--- config.mk ---
export PLATFORM = sky130hd
export DESIGN_NAME = flat_json_command_parser_top
export DESIGN_NICKNAME = d
export VERILOG_FILES = /design/src/fjcp_pkg.sv /design/src/flat_json_command_parser_top.sv
export SDC_FILE = /design/constraint.sdc
export NUM_CORES = 1
export LEC_CHECK = 0
export BUFFER_PORTS_ARGS = -buffer_cell sky130_fd_sc_hd__buf_2
export CORE_ASPECT_RATIO = 1.25
export CORE_MARGIN = 2
export CORE_UTILIZATION = 38
export CTS_CLUSTER_SIZE = 40
export DETAILED_ROUTE_END_ITERATION = 16
export GPL_TIMING_DRIVEN = 1
export PLACE_DENSITY = 0.53
export SYNTH_ARGS = -nofsm -noshare
export SYNTH_HDL_FRONTEND = slang
export SYNTH_SLANG_ARGS = --single-unit
--- constraint.sdc ---
create_clock -name clock -period 4.35 [get_ports clock]
set_input_delay 0.435 -clock clock [delete_from_list [all_inputs] [get_ports clock]]
set_output_delay 0.435 -clock clock [all_outputs]
set_load 0.01 [all_outputs]
--- src/fjcp_pkg.sv ---
`timescale 1ns / 1ps

package fjcp_pkg;

   // Input transaction: one body byte
   typedef struct packed {
      logic [7:0] data_byte;
      logic       is_last;
   } req_type;

   // Result transaction
   typedef struct packed {
      logic [1:0] kind;
      logic [2:0] slot;
      logic [7:0] out_byte;
      logic       is_command;
      logic [2:0] status;
      logic       last_of_run;
   } rsp_type;

   // Result kinds
   localparam logic [1:0] KIND_KEY    = 2'd0;
   localparam logic [1:0] KIND_VALUE  = 2'd1;
   localparam logic [1:0] KIND_PAIR   = 2'd2;
   localparam logic [1:0] KIND_STATUS = 2'd3;

   // Final status codes
   localparam logic [2:0] ST_OK        = 3'd0;
   localparam logic [2:0] ST_MALFORMED = 3'd1;
   localparam logic [2:0] ST_INVALID   = 3'd2;
   localparam logic [2:0] ST_NO_CMD    = 3'd3;
   localparam logic [2:0] ST_TOO_LARGE = 3'd4;

   // Parse outcome; an error code doubles as its status code
   typedef enum logic [2:0] {
      OC_PENDING   = 3'd0,
      OC_MALFORMED = 3'd1,
      OC_INVALID   = 3'd2,
      OC_TOO_LARGE = 3'd4,
      OC_DONE      = 3'd7
   } outcome_type;

   // Parser phase, one-hot
   typedef enum logic [8:0] {
      PH_OPEN         = 9'b000000001,
      PH_KEY_OR_END   = 9'b000000010,
      PH_KEY_STR      = 9'b000000100,
      PH_KEY_ESC      = 9'b000001000,
      PH_COLON        = 9'b000010000,
      PH_VAL_START    = 9'b000100000,
      PH_VAL_STR      = 9'b001000000,
      PH_VAL_ESC      = 9'b010000000,
      PH_COMMA_OR_END = 9'b100000000
   } phase_type;

   // Characters
   localparam logic [7:0] CH_LBRACE = 8'h7B;
   localparam logic [7:0] CH_RBRACE = 8'h7D;
   localparam logic [7:0] CH_QUOTE  = 8'h22;
   localparam logic [7:0] CH_BSLASH = 8'h5C;
   localparam logic [7:0] CH_COLON  = 8'h3A;
   localparam logic [7:0] CH_COMMA  = 8'h2C;
   localparam logic [7:0] CH_SPACE  = 8'h20;
   localparam logic [7:0] CH_TAB    = 8'h09;
   localparam logic [7:0] CH_CR     = 8'h0D;
   localparam logic [7:0] CH_LF     = 8'h0A;
   localparam logic [7:0] CH_N      = 8'h6E;
   localparam logic [7:0] CH_T      = 8'h74;
   localparam logic [7:0] CH_R      = 8'h72;

   // Length of the key "command"
   localparam logic [2:0] CMD_WORD_LEN = 3'd7;

   function automatic logic [7:0] cmd_char(input logic [2:0] idx);
      logic [7:0] ch;
      case (idx)
         3'd0:    ch = 8'h63;  // c
         3'd1:    ch = 8'h6F;  // o
         3'd2:    ch = 8'h6D;  // m
         3'd3:    ch = 8'h6D;  // m
         3'd4:    ch = 8'h61;  // a
         3'd5:    ch = 8'h6E;  // n
         3'd6:    ch = 8'h64;  // d
         default: ch = 8'h00;
      endcase
      return ch;
   endfunction

   function automatic logic [7:0] unescape(input logic [7:0] ch);
      logic [7:0] res;
      case (ch)
         CH_N:    res = CH_LF;
         CH_T:    res = CH_TAB;
         CH_R:    res = CH_CR;
         default: res = ch;
      endcase
      return res;
   endfunction

endpackage

--- src/flat_json_command_parser_top.sv ---
`timescale 1ns / 1ps
// A result is queued as its byte is taken; if the queue was empty, rsp_ offers it the cycle after.
// Throughput: one byte per cycle while rsp_stall is low and each byte gives at most one
// result; a closing byte may give two, and the four-entry result queue absorbs the extra transaction.
// req_stall rises only when fewer than two queue entries are free.
// Reset (synchronous, active high) returns the parser to "expect opening brace" and empties the queue.

module flat_json_command_parser_top #(
   parameter int MAX_BODY   = 512,
   parameter int MAX_VALUE  = 64,
   parameter int MAX_FIELDS = 8,
   parameter int KEY_LEN    = 32,
   parameter int VALUE_LEN  = 64,
   parameter int VERB_LEN   = 32
) (
   input  logic                clock,
   input  logic                reset,
   input  logic                req_valid,
   output logic                req_stall,
   input  fjcp_pkg::req_type   req_data,
   output logic                rsp_valid,
   input  logic                rsp_stall,
   output fjcp_pkg::rsp_type   rsp_data
);

   // Counter widths
   localparam int BC_W   = $clog2(MAX_BODY + 1);
   localparam int SLEN_W = $clog2(MAX_VALUE);
   localparam int FC_W   = $clog2(MAX_FIELDS + 1);

   localparam logic [BC_W-1:0]   BODY_MAX  = BC_W'(MAX_BODY);
   localparam logic [SLEN_W-1:0] STR_LIMIT = SLEN_W'(MAX_VALUE - 2);
   localparam logic [FC_W-1:0]   FIELDS    = FC_W'(MAX_FIELDS);
   localparam logic [7:0]        KEY_LIM   = 8'(KEY_LEN - 1);
   localparam logic [7:0]        VAL_LIM   = 8'(VALUE_LEN - 1);
   localparam logic [7:0]        VERB_LIM  = 8'(VERB_LEN - 1);

   // Result queue: four entries, up to two written per cycle
   localparam int QDEPTH = 4;
   localparam int QP_W   = $clog2(QDEPTH);

   // ---------------------------------------------------------------
   // Parser state
   // ---------------------------------------------------------------
   fjcp_pkg::phase_type   phase_ff, phase_in;
   fjcp_pkg::outcome_type outcome_ff, outcome_in;
   logic [SLEN_W-1:0]     str_len_ff, str_len_in;
   logic [2:0]            cmd_match_ff, cmd_match_in;
   logic [FC_W-1:0]       field_cnt_ff, field_cnt_in;
   logic                  found_cmd_ff, found_cmd_in;
   logic                  verb_nonempty_ff, verb_nonempty_in;
   logic                  pair_is_cmd_ff, pair_is_cmd_in;
   logic [BC_W-1:0]       byte_cnt_ff, byte_cnt_in;
   logic                  overlong_ff, overlong_in;

   // Result queue
   fjcp_pkg::rsp_type     queue_ff [QDEPTH];
   logic [QP_W-1:0]       wr_ptr_ff, wr_ptr_in;
   logic [QP_W-1:0]       rd_ptr_ff, rd_ptr_in;
   logic [QP_W:0]         count_ff, count_in;

   logic                  req_take;
   logic                  rsp_take;
   logic [7:0]            ch;
   logic                  is_ws;
   logic                  fields_full;
   logic                  do_key;
   logic                  do_val;
   logic [7:0]            dchar;
   logic [7:0]            idx8;
   logic [7:0]            val_lim;
   logic                  tok_vld;
   fjcp_pkg::rsp_type     tok_rsp;
   logic                  stat_vld;
   fjcp_pkg::rsp_type     stat_rsp;
   logic [2:0]            status;
   logic [1:0]            push;
   fjcp_pkg::rsp_type     first_rsp;

   assign req_take = req_valid && !req_stall;
   assign rsp_take = rsp_valid && !rsp_stall;

   assign ch          = req_data.data_byte;
   assign is_ws       = ch inside {fjcp_pkg::CH_SPACE, fjcp_pkg::CH_TAB,
                                   fjcp_pkg::CH_CR, fjcp_pkg::CH_LF};
   assign fields_full = (field_cnt_ff >= FIELDS);
   assign idx8        = 8'(str_len_ff);
   assign val_lim     = pair_is_cmd_ff ? VERB_LIM : VAL_LIM;
   // Escaped characters are decoded; plain ones pass untouched
   assign dchar       = (phase_ff == fjcp_pkg::PH_KEY_ESC || phase_ff == fjcp_pkg::PH_VAL_ESC)
                        ? fjcp_pkg::unescape(ch) : ch;

   // ---------------------------------------------------------------
   // Next state and the results of the byte being taken
   // ---------------------------------------------------------------
   always_comb begin
      phase_in         = phase_ff;
      outcome_in       = outcome_ff;
      str_len_in       = str_len_ff;
      cmd_match_in     = cmd_match_ff;
      field_cnt_in     = field_cnt_ff;
      found_cmd_in     = found_cmd_ff;
      verb_nonempty_in = verb_nonempty_ff;
      pair_is_cmd_in   = pair_is_cmd_ff;
      byte_cnt_in      = byte_cnt_ff;
      overlong_in      = overlong_ff;
      do_key           = 1'b0;
      do_val           = 1'b0;
      tok_vld          = 1'b0;
      tok_rsp          = '0;
      stat_vld         = 1'b0;
      stat_rsp         = '0;
      status           = fjcp_pkg::ST_OK;

      if (req_take) begin
         // Body length guard; parsing carries on regardless
         if (byte_cnt_ff >= BODY_MAX) begin
            overlong_in = 1'b1;
         end else begin
            byte_cnt_in = byte_cnt_ff + 1'b1;
         end

         if (outcome_ff == fjcp_pkg::OC_PENDING) begin
            case (phase_ff)
               fjcp_pkg::PH_OPEN: begin
                  if (!is_ws) begin
                     if (ch == fjcp_pkg::CH_LBRACE) phase_in = fjcp_pkg::PH_KEY_OR_END;
                     else outcome_in = fjcp_pkg::OC_MALFORMED;
                  end
               end
               fjcp_pkg::PH_KEY_OR_END: begin
                  if (!is_ws) begin
                     if (ch == fjcp_pkg::CH_RBRACE) begin
                        outcome_in = fjcp_pkg::OC_DONE;
                     end else if (ch == fjcp_pkg::CH_QUOTE) begin
                        str_len_in   = '0;
                        cmd_match_in = '0;
                        phase_in     = fjcp_pkg::PH_KEY_STR;
                     end else begin
                        outcome_in = fjcp_pkg::OC_MALFORMED;
                     end
                  end
               end
               fjcp_pkg::PH_KEY_STR: begin
                  if (ch == fjcp_pkg::CH_QUOTE) begin
                     pair_is_cmd_in = (cmd_match_ff == fjcp_pkg::CMD_WORD_LEN) &&
                                      (idx8 == 8'(fjcp_pkg::CMD_WORD_LEN));
                     phase_in = fjcp_pkg::PH_COLON;
                  end else if (ch == fjcp_pkg::CH_BSLASH) begin
                     phase_in = fjcp_pkg::PH_KEY_ESC;
                  end else begin
                     do_key = 1'b1;
                  end
               end
               fjcp_pkg::PH_KEY_ESC: begin
                  do_key   = 1'b1;
                  phase_in = fjcp_pkg::PH_KEY_STR;
               end
               fjcp_pkg::PH_COLON: begin
                  if (!is_ws) begin
                     if (ch == fjcp_pkg::CH_COLON) phase_in = fjcp_pkg::PH_VAL_START;
                     else outcome_in = fjcp_pkg::OC_MALFORMED;
                  end
               end
               fjcp_pkg::PH_VAL_START: begin
                  if (!is_ws) begin
                     if (ch == fjcp_pkg::CH_QUOTE) begin
                        str_len_in = '0;
                        phase_in   = fjcp_pkg::PH_VAL_STR;
                     end else begin
                        outcome_in = fjcp_pkg::OC_INVALID;
                     end
                  end
               end
               fjcp_pkg::PH_VAL_STR: begin
                  if (ch == fjcp_pkg::CH_QUOTE) begin
                     if (pair_is_cmd_ff) begin
                        found_cmd_in       = 1'b1;
                        verb_nonempty_in   = (str_len_ff != '0);
                        tok_vld            = 1'b1;
                        tok_rsp.kind       = fjcp_pkg::KIND_PAIR;
                        tok_rsp.is_command = 1'b1;
                     end else if (fields_full) begin
                        outcome_in = fjcp_pkg::OC_TOO_LARGE;
                     end else begin
                        tok_vld      = 1'b1;
                        tok_rsp.kind = fjcp_pkg::KIND_PAIR;
                        tok_rsp.slot = 3'(field_cnt_ff);
                        field_cnt_in = field_cnt_ff + 1'b1;
                     end
                     phase_in = fjcp_pkg::PH_COMMA_OR_END;
                  end else if (ch == fjcp_pkg::CH_BSLASH) begin
                     phase_in = fjcp_pkg::PH_VAL_ESC;
                  end else begin
                     do_val = 1'b1;
                  end
               end
               fjcp_pkg::PH_VAL_ESC: begin
                  do_val   = 1'b1;
                  phase_in = fjcp_pkg::PH_VAL_STR;
               end
               fjcp_pkg::PH_COMMA_OR_END: begin
                  if (!is_ws) begin
                     if (ch == fjcp_pkg::CH_COMMA) phase_in = fjcp_pkg::PH_KEY_OR_END;
                     else if (ch == fjcp_pkg::CH_RBRACE) outcome_in = fjcp_pkg::OC_DONE;
                     else outcome_in = fjcp_pkg::OC_MALFORMED;
                  end
               end
               default: begin
                  outcome_in = fjcp_pkg::OC_MALFORMED;
               end
            endcase

            // Key character
            if (do_key) begin
               str_len_in = str_len_ff + 1'b1;
               if (str_len_ff >= STR_LIMIT) begin
                  outcome_in = fjcp_pkg::OC_MALFORMED;
               end else begin
                  if ((8'(cmd_match_ff) == idx8) && (idx8 < 8'(fjcp_pkg::CMD_WORD_LEN)) &&
                      (dchar == fjcp_pkg::cmd_char(idx8[2:0]))) begin
                     cmd_match_in = cmd_match_ff + 1'b1;
                  end
                  if (idx8 < KEY_LIM && !fields_full) begin
                     tok_vld          = 1'b1;
                     tok_rsp.kind     = fjcp_pkg::KIND_KEY;
                     tok_rsp.slot     = 3'(field_cnt_ff);
                     tok_rsp.out_byte = dchar;
                  end
               end
            end

            // Value character
            if (do_val) begin
               str_len_in = str_len_ff + 1'b1;
               if (str_len_ff >= STR_LIMIT) begin
                  outcome_in = fjcp_pkg::OC_INVALID;
               end else if (idx8 < val_lim && (pair_is_cmd_ff || !fields_full)) begin
                  tok_vld            = 1'b1;
                  tok_rsp.kind       = fjcp_pkg::KIND_VALUE;
                  tok_rsp.slot       = pair_is_cmd_ff ? 3'd0 : 3'(field_cnt_ff);
                  tok_rsp.out_byte   = dchar;
                  tok_rsp.is_command = pair_is_cmd_ff;
               end
            end
         end

         // Closing byte: status, then back to the reset state
         if (req_data.is_last) begin
            if (overlong_in) begin
               status = fjcp_pkg::ST_TOO_LARGE;
            end else if (outcome_in == fjcp_pkg::OC_DONE) begin
               status = (found_cmd_in && verb_nonempty_in) ? fjcp_pkg::ST_OK
                                                           : fjcp_pkg::ST_NO_CMD;
            end else if (outcome_in != fjcp_pkg::OC_PENDING) begin
               status = 3'(outcome_in);
            end else if (phase_in == fjcp_pkg::PH_VAL_START ||
                         phase_in == fjcp_pkg::PH_VAL_STR ||
                         phase_in == fjcp_pkg::PH_VAL_ESC) begin
               status = fjcp_pkg::ST_INVALID;
            end else begin
               status = fjcp_pkg::ST_MALFORMED;
            end
            stat_vld         = 1'b1;
            stat_rsp.kind    = fjcp_pkg::KIND_STATUS;
            stat_rsp.status  = status;

            phase_in         = fjcp_pkg::PH_OPEN;
            outcome_in       = fjcp_pkg::OC_PENDING;
            str_len_in       = '0;
            cmd_match_in     = '0;
            field_cnt_in     = '0;
            found_cmd_in     = 1'b0;
            verb_nonempty_in = 1'b0;
            pair_is_cmd_in   = 1'b0;
            byte_cnt_in      = '0;
            overlong_in      = 1'b0;
         end
      end

      // The status always ends the run; otherwise the token does
      stat_rsp.last_of_run = 1'b1;
      tok_rsp.last_of_run  = !stat_vld;
   end

   always_ff @(posedge clock) begin
      if (reset) begin
         phase_ff         <= fjcp_pkg::PH_OPEN;
         outcome_ff       <= fjcp_pkg::OC_PENDING;
         str_len_ff       <= '0;
         cmd_match_ff     <= '0;
         field_cnt_ff     <= '0;
         found_cmd_ff     <= 1'b0;
         verb_nonempty_ff <= 1'b0;
         pair_is_cmd_ff   <= 1'b0;
         byte_cnt_ff      <= '0;
         overlong_ff      <= 1'b0;
      end else begin
         phase_ff         <= phase_in;
         outcome_ff       <= outcome_in;
         str_len_ff       <= str_len_in;
         cmd_match_ff     <= cmd_match_in;
         field_cnt_ff     <= field_cnt_in;
         found_cmd_ff     <= found_cmd_in;
         verb_nonempty_ff <= verb_nonempty_in;
         pair_is_cmd_ff   <= pair_is_cmd_in;
         byte_cnt_ff      <= byte_cnt_in;
         overlong_ff      <= overlong_in;
      end
   end

   // ---------------------------------------------------------------
   // Result queue
   // ---------------------------------------------------------------
   assign push      = 2'(tok_vld) + 2'(stat_vld);
   assign first_rsp = tok_vld ? tok_rsp : stat_rsp;

   // Stall unless two entries are free, so a closing byte always fits
   assign req_stall = (count_ff > (QP_W+1)'(QDEPTH - 2));

   assign wr_ptr_in = wr_ptr_ff + QP_W'(push);
   assign rd_ptr_in = rd_ptr_ff + QP_W'(rsp_take);
   assign count_in  = count_ff + (QP_W+1)'(push) - (QP_W+1)'(rsp_take);

   always_ff @(posedge clock) begin
      if (reset) begin
         wr_ptr_ff <= '0;
         rd_ptr_ff <= '0;
         count_ff  <= '0;
      end else begin
         wr_ptr_ff <= wr_ptr_in;
         rd_ptr_ff <= rd_ptr_in;
         count_ff  <= count_in;
      end
   end

   always_ff @(posedge clock) begin
      if (push != 2'd0) begin
         queue_ff[wr_ptr_ff] <= first_rsp;
      end
      if (push == 2'd2) begin
         queue_ff[wr_ptr_ff + 1'b1] <= stat_rsp;
      end
   end

   assign rsp_valid = (count_ff != '0);
   assign rsp_data  = queue_ff[rd_ptr_ff];

endmodule

# Word level (Yosys, flattened, before mapping)
# Memory sizes are Yosys's and may differ from the RTL's. A register that Yosys moved wholly into a read port is not among the register bits.
# Index checks and enable logic that the tools add are counted.
# Widths: inputs -> output; s select.
# word_totals
n_memories	1
mem_bits_rw	72
in_bits	13
out_inout_bits	20
register_bits	46
word_cells	258
# op_classes
n_addsub	10
muxes	149
eq_ne	43
order_cmp	7
n_reduce_logical	35
# mem_list
memory	words	word_bits	read_ports	rd_clocked_by_memory_dff	write_ports	line_no	rtl
queue_ff	4	18	1	1	2	flat_json_command_parser_top.sv:57	fjcp_pkg::rsp_type queue_ff [QDEPTH];
# ops
op	n
$mux 9	18
$mux 3	38
$pmux 9 s9	1
$mux 14	5
$mux 6	9
$eq 8x7->1 const B	6
$mux 1	46
$pmux 7 s6	1
$mux 8	5
$mux 13	3
$eq 8x6->1 const B	4
$eq 8x4->1 const B	3
$mux 4	6
$pmux 8 s3	1
$pmux 3 s7	1
$mux 10	2
$eq 9x6->1 const B	2
$eq 9x7->1 const B	2
$eq 9x8->1 const B	2
$mux 18	1
$eq 3x3->1 const B	5
$mux 5	3
$ne 5x5->1 const B	3
$mux 2	6
46 further kinds	71

# Depth between registers and ports, before layout
# Gate-level depths: netlist (run 1).
# logic_depth
ltp_word	18
ltp_mapped	19
depth_no_buf	17

# Worst setup path after synthesis (run 1)
# Ideal clock, no wire load.
# synth_timing
path_kind	reg-to-reg
start	register phase_ff[4]
end	register count_ff[2]
setup_time_ns	0.128
synth_period_minus_slack_ns	3.965
path_stages_with_launch	17
t_arrival_ns	3.838
slack_ns	0.385
n_path_buf	1
t_required_ns	4.222
cell_sequence	dfxtp_1 > buf_6 > or4_4 > or4_1 > o31ai_2 > nor4b_2 > o31ai_2 > ha_1 > inv_1 > ha_1 > inv_1 > ha_1 > inv_1 > fa_1 > xnor2_1 > xnor2_1 > nor2_1
# synth_via
elab_chain_len	13
elab_cells_between_ends	22
classes_between	add/sub (3); eq/ne (4); mux (15)
# synth_lines
item	line_no	rtl
from (decl)	flat_json_command_parser_top.sv:45	fjcp_pkg::phase_type phase_ff, phase_in;
from (signal assigned)	flat_json_command_parser_top.sv:288	phase_ff <= fjcp_pkg::PH_OPEN;
from (signal assigned)	flat_json_command_parser_top.sv:299	phase_ff <= phase_in;
$eq 9x4->1 (tied with other cells)	flat_json_command_parser_top.sv:124	case (phase_ff)
$pmux 1 s2 or $mux 1 (tied branches)	flat_json_command_parser_top.sv:124	
$mux 1 (on tied branches)	flat_json_command_parser_top.sv:123, flat_json_command_parser_top.sv:224	
$mux 1 (on tied branches)	flat_json_command_parser_top.sv:115, flat_json_command_parser_top.sv:217	
$mux 1	flat_json_command_parser_top.sv:215	if (do_key) begin
$mux 1	flat_json_command_parser_top.sv:238	end else if (idx8 < val_lim && (pair_is_cmd_ff || !fields_full)) begin
$mux 1	flat_json_command_parser_top.sv:236	if (str_len_ff >= STR_LIMIT) begin
$mux 1 *	flat_json_command_parser_top.sv:234	if (do_val) begin
$mux 1 *	flat_json_command_parser_top.sv:123	if (outcome_ff == fjcp_pkg::OC_PENDING) begin
$mux 1 *	flat_json_command_parser_top.sv:115	if (req_take) begin
$add 1x1->2 *	flat_json_command_parser_top.sv:315	assign push = 2'(tok_vld) + 2'(stat_vld);
$add 3x2->3 *	flat_json_command_parser_top.sv:323	assign count_in = count_ff + (QP_W+1)'(push) - (QP_W+1)'(rsp_take);
$sub 3x1->3 *	flat_json_command_parser_top.sv:323	
to (signal assigned)	flat_json_command_parser_top.sv:333	count_ff <= count_in;
to (decl)	flat_json_command_parser_top.sv:60	logic [QP_W:0] count_ff, count_in;
# Mark *: on every way between the ends. The rest lies on a longest branch, timed or not. The select of a mux whose other input is x is not followed.
# A chain may end at the register's enable or synchronous reset.

# Worst setup path after layout (run 1)
# Ends and elaborated chain as after synthesis.

==> impl_metrics.toml, run 1 <==
[synth]
yosysTopAreaCell = "dfxtp_1"
avgSynthCellArea_um2 = 8.59
ys_ff_latch = 118
syn_nets = 815
synth_area_leaders = "dfxtp_1 (29%), edfxtp_1 (8.9%), mux4_2 (6.0%), nor2_1 (6.0%), nand2_1 (4.4%)"
seq_area_frac_synth_pct = 38.1
ys_warn_count = 0
yosysTopAreaCellShare_pct = 29.2
ys.flop_type = "dfxtp_1"
syn_inst = 782
synth-edff-count = 20
syn-cell-area_um2 = 6720
synth_cell_type_count = 81
ys_async_sr_fraction_pct = 0

[hold_path]
hp-class = "in -> reg"
hold_depth = 2
holdPathEnd = "queue_ff[2][12]$_SDFFE_PP0P_"
worstHoldStart = "req_data[8]"

[final_layout]
n_antenna_cell = 0
area_growth_pct = 16.7
fin_nets = 847
layout_commonest_cell = "nor2_1"
nFillCells = 1706
post-route-util_pct = 45.2
most-common-layout-cells = "nor2_1 (108), dfxtp_1 (98), nand2_1 (79), o21ai_0 (59), a21oi_1 (38)"
drive_gt1_share_pct = 16.2
stdcell_count = 1051

[clock_network]
cts_tree = "built"
clkLatencyLatePin_ns = 0.41
clk_pin_slew_ns = 0.06
ctsHoldBuffers = 0
clockBufferDepth = 2
root_buffer = "clkbuf_16"
htree_levels = 4
cts_resized = 0
postCtsSetupRepairBufs = 0
cts_buffers = 17
clock_sinks = 118

[power]
internal_power_mw = 2.44
switchingPower_mw = 0.889
combPwrFrac_pct = 16.5
seq_power_share_pct = 36.4
swShare_pct = 26.7
power_density_nw_per_um2 = 424
ir_drop_mv = 0.250
clockPowerShare_pct = 47.2
leakagePower_nw = 2.98

[flow_run]
drv_cap = 0

[sta]
skew_ns = 0.00926
whs_ns = 0.410
min_period_ns = 4.09
final_max_slew_viol_count = 0
fin_tns_setup_ns = 0
finalHoldViolCount = 0
rsz0062_at_grt = "no"
clock.fmax_mhz = 245
finalSetupViolCount = 0
period_share_pct = 94.0
tightest_slew_ns = 1.05
slew_headroom_pct = 29.7

[setup_path]
cp-end-kind = "register"
cp_max_fo = 5
cpPeakStageDelay_ns = 0.58
r2r-start = "phase_ff[4]$_SDFFE_PP0P_"
slowest_stage = "or4_4"
start_kind = "register"
r2r.worst_path.cells = 15
crit_required_ns = 4.62
path_cells = "or4_4, or4_1, o31ai_2, nor4b_2, o31ai_2, ha_1, inv_1, ha_1, inv_1, ha_1, inv_1, fa_1, xnor2_1, xnor2_1, nor2_1"
r2r-end = "count_ff[2]$_SDFF_PP0_"
crit_type = "reg -> reg"
reg2reg_setup_slack_ns = 0.26
critPathArrivalTime_ns = 4.36

[detailed_routing]
wl_mm = 19.3
ant_nets = 0
drc = 0
drtIter0Drc = 377
vias_per_cell = 5.67
vias = 5964
wl_per_cell_um = 18.3
drtPass1Iterations = 6

[floorplan]
ios = 33
rows = 54
coreArea_um2 = 17400
die-area_um2 = 18800
dieHeight_um = 153
initial_core_util_pct = 38.7
fp.dieW_um = 123

[status]
status = "finished, final reports clean"

[placement]
numPortBuffers = 32
dpl.hpwl_mm = 14.2
placedCellCount = 1019
gp_congestion = 0.967

[global_routing]
grt_util_all_layers_pct = 21.6
antenna_found_initial = 0
grt_overflow = 0
grt_pass1_vias = 5948
grt_pass1_wl_mm = 31.7
grt_max_degree = 36
==> critical path: cells and delay by family (launching register included) <==
kind / cells / cell delay, ns
DFF: 1 / 0.31
AOI/OAI and AO/OA: 2 / 0.50
buffers and inverters: 3 / 0.15
xor gates and xnor gates: 2 / 0.30
and+or+nand+nor: 4 / 1.58
adders and majority gates: 4 / 1.10
==> power groups by stage <==
| stage | Clock (mW) | Combinational (mW) | Sequential [mW] |
|---|---|---|---|
| after floorplan | 0 | 0.408 | 1.20 |
| after global placement | 0 | 0.544 | 1.23 |
| after detailed placement | 0 | 0.550 | 1.23 |
| after CTS | 1.60 | 0.553 | 1.21 |
| after global routing | 1.65 | 0.608 | 1.22 |
| final | 1.57 | 0.548 | 1.21 |
==> cell families (layout without fill, tap and decap cells) <==
kind of cell / count (synthesis) / after routing / share of synthesized area [%]
simple gates: 340 / 340 / 25.8
fa+ha+maj: 20 / 20 / 3.84
buf+inv: 70 / 115 / 4.12
mux: 19 / 19 / 6.18
xor+xnor: 22 / 22 / 2.87
compound gates: 193 / 193 / 19.0
flops: 118 / 118 / 38.1
==> sequential cells by signal, indices dropped and copies added (netlist names) <==
register and count:
cmd_match_ff 3, outcome_ff 3, overlong_ff 1, phase_ff 9
field_cnt_ff 4, pair_is_cmd_ff 1, queue_ff 72, wr_ptr_ff 2
rd_ptr_ff 2, count_ff 3, verb_nonempty_ff 1, found_cmd_ff 1
str_len_ff 6, byte_cnt_ff 10
==> area by class of cell <==
type | count | area, um^2 | share of cell area (%)
timing repair buffer | 60 | 370 | 4.72
tap | 224 | 280 | 3.57
multi-input combinational | 594 | 3880 | 49.5
clock inverter | 10 | 163 | 2.07
sequential | 118 | 2560 | 32.7
clock buffer | 22 | 500 | 6.38
inverter | 23 | 86.3 | 1.10
==> how the worst max path moves through the flow <==
stage	from	to	slack, ns	cells past startpoint
after floorplan	phase_ff[4]$_SDFFE_PP0P_	count_ff[2]$_SDFF_PP0_	0.38	16
after global placement	req_data[2]	count_ff[2]$_SDFF_PP0_	0.33	14
after detailed placement	req_data[2]	count_ff[2]$_SDFF_PP0_	0.23	14
after CTS	phase_ff[4]$_SDFFE_PP0P_	count_ff[2]$_SDFF_PP0_	0.26	15
after global routing	phase_ff[4]$_SDFFE_PP0P_	count_ff[2]$_SDFF_PP0_	0.02	15
final	phase_ff[4]$_SDFFE_PP0P_	count_ff[2]$_SDFF_PP0_	0.26	15
==> synth_stat cells, types with 6 or more instances <==
master	instances
o22ai_1	6
ha_1	19
edfxtp_1	20
or3_1	12
o21ai_0	59
and3_1	6
nand4b_1	6
a22oi_1	7
or2_2	6
mux4_2	18
nor3_1	17
clkbuf_1	41
nand4_1	7
xor2_1	13
nand3_1	21
a31oi_1	13
nor2_1	108
nand2b_1	15
nor2b_1	16
xnor2_1	9
nor4_1	10
dfxtp_1	98
and2_1	6
a22o_1	14
nand2_1	79
inv_1	23
a21oi_1	38
==> routing by layer <==
layer | up-vias | wire length (um) | GRT usage, %
met4 | 0 | 602 | 8.37
met2 | 135 | 9790 | 37.6
met3 | 37 | 725 | 4.53
li1 | 2914 | - | -
met5 | - | 0 | 0
met1 | 2878 | 8140 | 25.4
==> metrics by stage <==
stage | area (um^2) | worst slack (ns) | power (mW)
after floorplan | 6720 | 0.385 | 1.61
after global placement | 7180 | 0.326 | 1.78
after detailed placement | 7180 | 0.232 | 1.78
after CTS | 7840 | 0.256 | 3.36
after global routing | 7840 | 0.0183 | 3.48
final | 7840 | 0.262 | 3.33
Note: power is estimated with default switching activity, not from simulation.
==> run 2, diff against run 1 <==
CORE_UTILIZATION = 35   (was 38)
PLACE_DENSITY = 0.49   (was 0.53)
==> impl_metrics.toml, run 2 (synthesis results as in run 1) <==
[sta]
tightest_slew_ns = 1.09
final_max_slew_viol_count = 0
slew_headroom_pct = 27.4
min_period_ns = 4.07
finalSetupViolCount = 0
whs_ns = 0.402
skew_ns = 0.0106
clock.fmax_mhz = 246
fin_tns_setup_ns = 0
finalHoldViolCount = 0
rsz0062_at_grt = "no"
period_share_pct = 93.5

[final_layout]
fin_nets = 848
layout_commonest_cell = "nor2_1"
most-common-layout-cells = "nor2_1 (108), dfxtp_1 (98), nand2_1 (79), o21ai_0 (59), a21oi_1 (38)"
drive_gt1_share_pct = 16.4
largest_reg_flops = 72
area_growth_pct = 16.6
regMostFlops = "queue_ff"
top_regs = "queue_ff (72), byte_cnt_ff (10), phase_ff (9)"
n_antenna_cell = 0
nFillCells = 1892

[floorplan]
fp.dieW_um = 128
die-area_um2 = 20300
rows = 56
initial_core_util_pct = 35.8
coreArea_um2 = 18800
ios = 33
dieHeight_um = 159

[clock_network]
root_buffer = "clkbuf_16"
clockBufferDepth = 2
clkLatencyLatePin_ns = 0.42
cts_buffers = 17
ctsHoldBuffers = 0
clk_pin_slew_ns = 0.06
cts_tree = "built"
cts_resized = 0
htree_levels = 4
clock_sinks = 118
postCtsSetupRepairBufs = 0

[global_routing]
grt_pass1_vias = 5938
grt_util_all_layers_pct = 20.2
grt_overflow = 0
use_met1_pct = 24.6
antenna_found_initial = 0
gr-usage-met2_pct = 34.8
gr-usage-met3_pct = 3.71
grt_pass1_wl_mm = 32.2
busiest_layer = "met2"
grt_max_degree = 36

[hold_path]
holdPathEnd = "queue_ff[3][12]$_SDFFE_PP0P_"
worstHoldStart = "req_data[8]"
hp-class = "in -> reg"
hold_depth = 2

[power]
leakagePower_nw = 2.97
ir_drop_mv = 0.242
power_density_nw_per_um2 = 419

[detailed_routing]
vias = 6019
drc = 0
ant_nets = 0
wl_mm = 20.0
drtIter0Drc = 431
vias_per_cell = 5.68
wl_per_cell_um = 18.9
drtPass1Iterations = 5

[placement]
dpl.hpwl_mm = 14.7
gp_congestion = 0.912
numPortBuffers = 32

[setup_path]
r2r-start = "phase_ff[4]$_SDFFE_PP0P_"
critPathArrivalTime_ns = 4.35
crit_required_ns = 4.63
reg2reg_setup_slack_ns = 0.28
cp_max_fo = 5
r2r-end = "count_ff[2]$_SDFF_PP0_"
crit_type = "reg -> reg"
cp-end-kind = "register"
r2r.worst_path.cells = 15
start_kind = "register"

[status]
status = "finished, final reports clean"

[flow_run]
drv_cap = 0
[run 2: cell count changes in the layout (fill, tap and decap cells not counted)]
cell	change
clkbuf_1	-1
clkinvlp_4	+1
bufinv_16	-1
clkbuf_4	-1
clkinv_2	-2
clkbuf_8	+1
clkinv_4	+3
clkbuf_16	-1
buf_4	+1
inv_4	+1
[run 2: worst max-delay path by stage]
stage                     cells past startpoint                startpoint  slack, ns                     end
after floorplan                              16  phase_ff[4]$_SDFFE_PP0P_       0.38  count_ff[2]$_SDFF_PP0_
after global placement                       14               req_data[2]       0.31  count_ff[2]$_SDFF_PP0_
after detailed placement                     14               req_data[2]       0.21  count_ff[2]$_SDFF_PP0_
after CTS                                    15  phase_ff[4]$_SDFFE_PP0P_       0.25  count_ff[2]$_SDFF_PP0_
after global routing                         15  phase_ff[4]$_SDFFE_PP0P_       0.04  count_ff[2]$_SDFF_PP0_
final                                        15  phase_ff[4]$_SDFFE_PP0P_       0.28  count_ff[2]$_SDFF_PP0_
[run 2: per-layer routing]
metal  vias to the layer above  wire (um)
met1                      2917       8620
met3                        39        607
met2                       148      10100
met4                         0        652
li1                       2915          -
met5                         -          0
[run 2: through the flow]
stage,std cells,cell area (um^2),worst slack (ns),power [mW],utilization [%]
global route,1060,7840,0.0436,3.42,41.7
global placement,1028,7200,0.310,1.79,38.3
CTS,1060,7840,0.248,3.32,41.7
detailed placement,1028,7200,0.213,1.79,38.3
floorplan,782,6720,0.385,1.61,-
finish,1060,7840,0.282,3.28,41.7
[run 2: where the power goes]
group	internal (mW)	switching (mW)	leakage (nW)	total, mW
Combinational	0.231	0.292	1.69	0.523
Clock	0.972	0.545	0.305	1.52
Sequential	1.15	0.0856	0.972	1.24
[run 2: critical path, stage by stage (launching register included)]
cell and delay (ns):
dfxtp_1 0.31, or4_4 0.58, or4_1 0.54, o31ai_2 0.34, nor4b_2 0.36, o31ai_2 0.16
ha_1 0.34, inv_1 0.05, ha_1 0.26, inv_1 0.05, ha_1 0.13, inv_1 0.04
fa_1 0.38, xnor2_1 0.18, xnor2_1 0.14, nor2_1 0.05
[run 2: cell type report]
type | instances | area (um^2) | area share (%)
clock inverters | 12 | 163 | 2.08
repair buffers | 61 | 378 | 4.82
flip-flops and latches | 118 | 2560 | 32.7
multi-input cells | 594 | 3880 | 49.5
clock buffers | 20 | 478 | 6.10
well taps | 232 | 290 | 3.70
inverters | 23 | 86.3 | 1.10
